<file path="config.mk">
export PLATFORM = sky130hd
export DESIGN_NAME = cau_div_cell
export DESIGN_NICKNAME = d
export VERILOG_FILES = /design/src/sv/cau_pkg.sv /design/src/sv/cau_div_cell.sv
export SDC_FILE = /design/constraint.sdc
export NUM_CORES = 1
export LEC_CHECK = 0
export BUFFER_PORTS_ARGS = -buffer_cell sky130_fd_sc_hd__buf_2
export CAP_MARGIN = 20
export CORE_AREA = 2 2 258 260
export DETAILED_ROUTE_END_ITERATION = 7
export DIE_AREA = 0 0 260 262
export PLACE_DENSITY = 0.5
export SYNTH_ARGS = -nofsm -noshare
export SYNTH_HDL_FRONTEND = slang
export SYNTH_SLANG_ARGS = --single-unit
</file>
<file path="constraint.sdc">
create_clock -name clk_i -period 0.8 [get_ports clk_i]
set_input_delay 0.16 -clock clk_i [delete_from_list [all_inputs] [get_ports clk_i]]
set_output_delay 0.16 -clock clk_i [all_outputs]
set_load 0.01 [all_outputs]
</file>
<file path="src/sv/cau_pkg.sv">
// ============================================================================
// Complex arithmetic unit package
// Shared widths, opcodes, word types and saturation helpers.
// ============================================================================
`default_nettype none

package cau_pkg;

  localparam int DataW = 32;
  localparam int FracW = 16;
  localparam int ProdW = 2 * DataW;
  localparam int SumW  = ProdW + 1;
  localparam int NumW  = ProdW + FracW;
  localparam int QW    = DataW + 1;
  localparam int RemW  = ProdW;
  localparam int PreW  = NumW - QW;

  typedef enum logic [2:0] {
    OpAdd   = 3'd0,
    OpSub   = 3'd1,
    OpMul   = 3'd2,
    OpDiv   = 3'd3,
    OpScale = 3'd4,
    OpScIm  = 3'd5,
    OpConj  = 3'd6,
    OpMag2  = 3'd7
  } op_e;

  typedef struct packed {
    logic [2:0]              opcode;
    logic signed [DataW-1:0] a_re;
    logic signed [DataW-1:0] a_im;
    logic signed [DataW-1:0] b_re;
    logic signed [DataW-1:0] b_im;
    logic signed [DataW-1:0] factor;
  } in_t;

  typedef struct packed {
    logic signed [DataW-1:0] out_re;
    logic signed [DataW-1:0] out_im;
    logic                    overflow;
    logic                    div_by_zero;
  } out_t;

  typedef struct packed {
    logic                    ovf;
    logic signed [DataW-1:0] val;
  } sat_t;

  // Word travelling along the division chain; lane 0 is real, lane 1 imaginary.
  typedef struct packed {
    logic                    is_div;
    logic                    dz;
    logic                    ovf;
    logic signed [DataW-1:0] re;
    logic signed [DataW-1:0] im;
    logic [1:0]              neg;
    logic [1:0]              big;
    logic [ProdW-1:0]        den;
    logic [1:0][RemW-1:0]    rem;
    logic [1:0][QW-1:0]      nq;
  } cell_t;

  localparam logic signed [DataW-1:0] MaxVal = {1'b0, {(DataW-1){1'b1}}};
  localparam logic signed [DataW-1:0] MinVal = {1'b1, {(DataW-1){1'b0}}};

  function automatic logic signed [SumW-1:0] ext_prod(logic signed [ProdW-1:0] v);
    return $signed({v[ProdW-1], v});
  endfunction

  function automatic logic signed [SumW-1:0] ext_data(logic signed [DataW-1:0] v);
    return $signed({{(SumW-DataW){v[DataW-1]}}, v});
  endfunction

  function automatic sat_t sat_wide(logic signed [SumW-1:0] v);
    sat_t r;
    logic [SumW-DataW:0] hi;
    hi = v[SumW-1:DataW-1];
    if ((&hi) || !(|hi)) begin
      r.ovf = 1'b0;
      r.val = v[DataW-1:0];
    end else begin
      r.ovf = 1'b1;
      r.val = v[SumW-1] ? MinVal : MaxVal;
    end
    return r;
  endfunction

  // Applies the sign to a quotient magnitude and saturates it.
  function automatic sat_t sat_quot(logic [QW-1:0] q, logic neg, logic big);
    sat_t r;
    if (!neg) begin
      r.ovf = big | q[QW-1] | q[DataW-1];
      r.val = r.ovf ? MaxVal : $signed(q[DataW-1:0]);
    end else begin
      r.ovf = big | q[QW-1] | (q[DataW-1] & (|q[DataW-2:0]));
      r.val = r.ovf ? MinVal : $signed(-q[DataW-1:0]);
    end
    return r;
  endfunction

endpackage

`default_nettype wire

</file>
<file path="src/sv/cau_div_cell.sv">
// ============================================================================
// Complex arithmetic unit division cell
// One restoring division step for both lanes, registered.
// ============================================================================
`default_nettype none

module cau_div_cell (
  input  wire logic           clk_i,
  input  wire logic           rst_ni,
  input  wire logic           valid_i,
  input  wire cau_pkg::cell_t cell_i,
  output logic                valid_o,
  output cau_pkg::cell_t      cell_o
);

  cau_pkg::cell_t               cell_d;
  logic [cau_pkg::RemW:0]       trial [2];
  logic [cau_pkg::RemW:0]       diff  [2];
  logic [1:0]                   ge;

  // The partial remainder stays below the divisor, so the shifted trial
  // value fits one bit more than the remainder.
  always_comb begin
    cell_d = cell_i;
    for (int l = 0; l < 2; l++) begin
      trial[l]      = {cell_i.rem[l], cell_i.nq[l][cau_pkg::QW-1]};
      ge[l]         = trial[l] >= {1'b0, cell_i.den};
      diff[l]       = trial[l] - {1'b0, cell_i.den};
      cell_d.rem[l] = ge[l] ? diff[l][cau_pkg::RemW-1:0] : trial[l][cau_pkg::RemW-1:0];
      cell_d.nq[l]  = {cell_i.nq[l][cau_pkg::QW-2:0], ge[l]};
    end
  end

  always_ff @(posedge clk_i or negedge rst_ni) begin
    if (!rst_ni) begin
      valid_o <= 1'b0;
    end else begin
      valid_o <= valid_i;
    end
  end

  always_ff @(posedge clk_i) begin
    cell_o <= cell_d;
  end

endmodule

`default_nettype wire

</file>
* Word-level counts from Yosys, hierarchy flattened
Index checks and enable logic that the tools add are counted.
** Storage, ports and cells
- Register bits :: 330
- Output and inout port bits :: 330
- Word-level logic and storage cells :: 19
** Operators by class
- Add/sub/neg operators :: 2
- $lt $le $gt $ge :: 2
- Mux-type cells :: 2
** Operators with widths (count)
- $ge 65x64->1 :: 2
- $mux 64 :: 2
- $sub 64x64->64 :: 2

* Longest topological paths before layout
- Depth in word-level cells :: 2
- Mapped depth :: 15
- Gate-level depth less buffers :: 13

* Worst setup path before layout
Ideal clock, no wire load.
- Path kind :: input -> register
- Start point :: input cell_i[65] (netlist name)
- End point :: register cell_o[190] (netlist name)
- Setup time :: 0.121 ns
- Data arrival time :: 2.802 ns
- Setup slack :: -2.123 ns
- Stages :: 13
- Path buffers :: 0
- Cells stage by stage :: inv_1 ha_1 fa_1 nand2b_1 a21oi_1 o2111ai_1 a2111oi_2 o21ai_1 a211oi_1 a211oi_1 o31ai_1 xor2_1 mux2_2
** RTL lines
- from (decl) :: RTL line cau_div_cell.sv:11 : input wire cau_pkg::cell_t cell_i,
- to (signal assigned) :: RTL line cau_div_cell.sv:43 : cell_o <= cell_d;
- to (decl) :: RTL line cau_div_cell.sv:13 : output cau_pkg::cell_t cell_o

==> impl_metrics.yaml <==
outcome:
  status: "complete, but fails checks"
  violations: "negative setup slack"
worst_setup_path:
  cp-start-kind: "primary input"
  arrival_ps: 3160
  endpoint_kind: "flop"
  critical_path_required_ps: 1270
  critPathLaunch: "cell_i[200]"
  path_class: "primary input to flop"
  path_max_fanout: 5
route:
  drc: 0
  num_vias: 19900
  drtPass1Iterations: 5
  finalWirelength_um: 89900
  vias_per_cell: 4.58
  drtIter0Drc: 927
  routedWlPerCell_um: 20.7
  drtAntennaViolNets: 0
place:
  placedCellCount: 3876
  dp_hpwl_um: 68500
  port_buffers: 661
  place_congestion: 0.904
floorplan:
  coreArea_um2: 65300
  dieHeight_um: 262
  rows: 94
  top_level_ports: 662
  dieArea_um2: 68100
  chipWidth_um: 260
  start_util_pct: 24.3
final_layout:
  instances_no_fill: 4338
  syn2layout_area_growth_pct: 107
  n_fill_cell: 6001
  nets: 3904
  drive_above_1_share_pct: 51.2
cts:
  cts.sinks: 330
  cts_root_buf: "clkbuf_16"
  clk_pin_slew_ps: 60
  cts-buffers-inserted: 40
  cts_tree: "done"
  clock_path_buffers: 3
  htree_levels: 2
synth:
  synthXorXnorAreaFrac_pct: 6.08
  ys_types: 78
  yosys.area_share.adder_pct: 10.4
  synth.largest_area_cell: "dfxtp_1"
  netlist_instances: 1806
  synth_top_area_share_pct: 41.6
  synth-seq-area-share_pct: 41.7
  synthesis.nets: 2268
  ys_async_sr_fraction_pct: 0.303
  syn_area_um2: 15800
  ys.flop_type: "dfxtp_1"
  yosysWarnings: 0
  ys_seq_elements: 330
  ys_top_cells_by_area: "dfxtp_1 (42%), ha_1 (10%), a21oi_1 (6.9%)"
  synth_edf_count: 0
  syn_avg_cell_area_um2: 8.78
  synth_top_family_by_area: "compound AO/OA/AOI/OAI gates"
  synth_compound_area_share_pct: 21.9
  muxShareOfSynthArea_pct: 1.34
  yosys.area_share.simple_pct: 14.1
power_and_ir_drop:
  switching_share_pct: 31.9
  p_clk_share_pct: 31.7
  intPower_uw: 41100
  p_switching_uw: 19200
  seqPwrFrac_pct: 31.7
  power_leakage_uw: 0.0154
  p_per_area_nw_per_um2: 1840
  comb_power_share_pct: 36.6
  ir_worst_vdd_mv: 1.67
sta:
  fin_ws_ps: -1890
  final_hold_viol_count: 0
  fmax_ghz: 0.372
  min_period_over_period_pct: 336
  tightest_slew_ps: 564
  slew_headroom_pct: 62.2
  slew_violations: 0
  rsz0062_at_grt: "true"
  setup_violations: 460
  whs_ps: 2.46
  period_needed_ps: 2690
global_route:
  use_met2_pct: 44.7
  grt_util_met1_pct: 28.1
  top_usage_layer: "met2"
  grt_pass1_wl_um: 124000
  grt_max_degree: 28
  antenna_found_initial: 15
  grt_use_met3_pct: 3.84
  grt_pass1_vias: 20600
  grtUsageTotal_pct: 24.2
  overflow: 0
run:
  maxCapViolations: 0
min_path:
  hold_path_class: "primary input to flop"
  hp-start: "cell_i[194]"
  hold_path_depth: 4
## critical path, stage by stage
cell	delay [ps]
buf_8	90
inv_8	30
buf_6	100
ha_4	280
nand2_4	50
or3_4	390
a21oi_4	170
o311ai_4	160
a2111oi_4	320
buf_4	200
a21oi_4	70
o21ai_4	210
a21oi_4	130
buf_12	150
buf_12	140
buf_8	140
buf_16	140
o31ai_4	210
## power groups by stage
stage / Combinational, uW / Clock (uW) / Sequential, uW
floorplan: 6930 / 0 / 20300
global placement: 17400 / 0 / 19500
detailed placement: 17400 / 0 / 19400
finish: 22100 / 19100 / 19200
CTS: 20000 / 19500 / 19100
global route: 23600 / 20200 / 19300
## synthesized netlist by cell type, types with 5 or more instances
master       n
dfxtp_1    329
a21oi_1    218
nand2_1    164
ha_1       128
nor2_1     123
inv_1      102
o21ai_0     91
xnor2_1     63
clkbuf_1    54
xor2_1      47
a21o_1      46
o21ai_1     45
nand4_1     40
nand3_1     32
o21bai_1    28
nand2b_1    19
mux2_2      17
a211oi_1    16
and2_1      16
nor3_1      16
o21a_1      15
a31oi_1     14
buf_2       14
nor2b_1     14
o211ai_1    14
and3_1      12
o31ai_1     12
nor4_1      11
o2111ai_1    7
a21boi_0     6
or3_1        6
nor3b_1      5
o31a_1       5
## flip-flops by register name, indices dropped and copies added, names as in the netlist
| register | flops |
|---|---|
| cell_o | 329 |
| valid_o | 1 |
## layer usage
metal	wire (um)	vias up	share of wire, %
met5	128	-	0.14
met4	2910	22	3.2
met3	5020	136	5.6
met2	46100	631	51
met1	35800	9411	40
li1	-	9672	-
## final timing paths
check	end
min	cell_o[66]
max in group asynchronous	valid_o
min in group asynchronous	valid_o
max	cell_o[76]
## cells by family after synthesis
logic type,count (synthesis)
mux,19
flops,330
xor+xnor,110
simple gates,476
buf+inv,179
compound gates,562
fa+ha+maj,130
## layout make-up
cell class / count / area (um2) / area share (%)
repair buffers: 1669 / 12600 / 38.3
multi-input cells: 1297 / 10700 / 32.7
flip-flops and latches: 330 / 6620 / 20.2
clock buffers: 56 / 1140 / 3.48
well taps: 864 / 1080 / 3.30
inverters: 104 / 460 / 1.40
clock inverters: 14 / 215 / 0.656
diodes: 4 / 10.0 / 0.0305
## metrics by stage
| step | worst slack (ps) | power, uW | util (%) | cell area, um2 | TNS [ps] |
|---|---|---|---|---|---|
| 6_report | -1890 | 60300 | 50.3 | 32800 | -343640 |
| 5_1_grt | -1950 | 63100 | 50.3 | 32800 | -367370 |
| 4_1_cts | -1860 | 58700 | 47.2 | 30800 | -355640 |
| 3_5_place_dp | -2850 | 36900 | 38.5 | 25100 | -327080 |
| 3_3_place_gp | -2840 | 36900 | 38.5 | 25100 | -322730 |
| 2_1_floorplan | -1920 | 27200 | - | 16400 | -220810 |
## cell usage in the layout (no fill, tap or decap), drive strengths merged, types with 5 or more instances in the layout
master,count
buf,1334
dfxtp,329
dlygate4sd3,324
a21oi,221
nand2,164
o21ai,137
ha,128
nor2,123
inv,104
clkbuf,67
xnor2,63
xor2,47
a21o,46
nand4,40
nand3,32
o21bai,28
nand2b,19
mux2,18
and2,16
nor3,16
a211oi,16
o21a,15
o211ai,14
a31oi,14
nor2b,14
and3,12
nor4,12
o31ai,12
clkinv,7
o2111ai,7
a21boi,6
or3,6
nor3b,6
o31a,5
bufinv,5
or2,5
## what timing repair did
action | in CTS | in global routing
endpoints found under the hold margin | 319 | 5
setup endpoints to repair | 460 | 460
gates cloned | 8 | 12
hold buffers | 320 | 4
pin swaps | 38 | 69
resized for setup | 173 | 347
buffers inserted | 19 | 39
(Power assumes the default switching activity.)
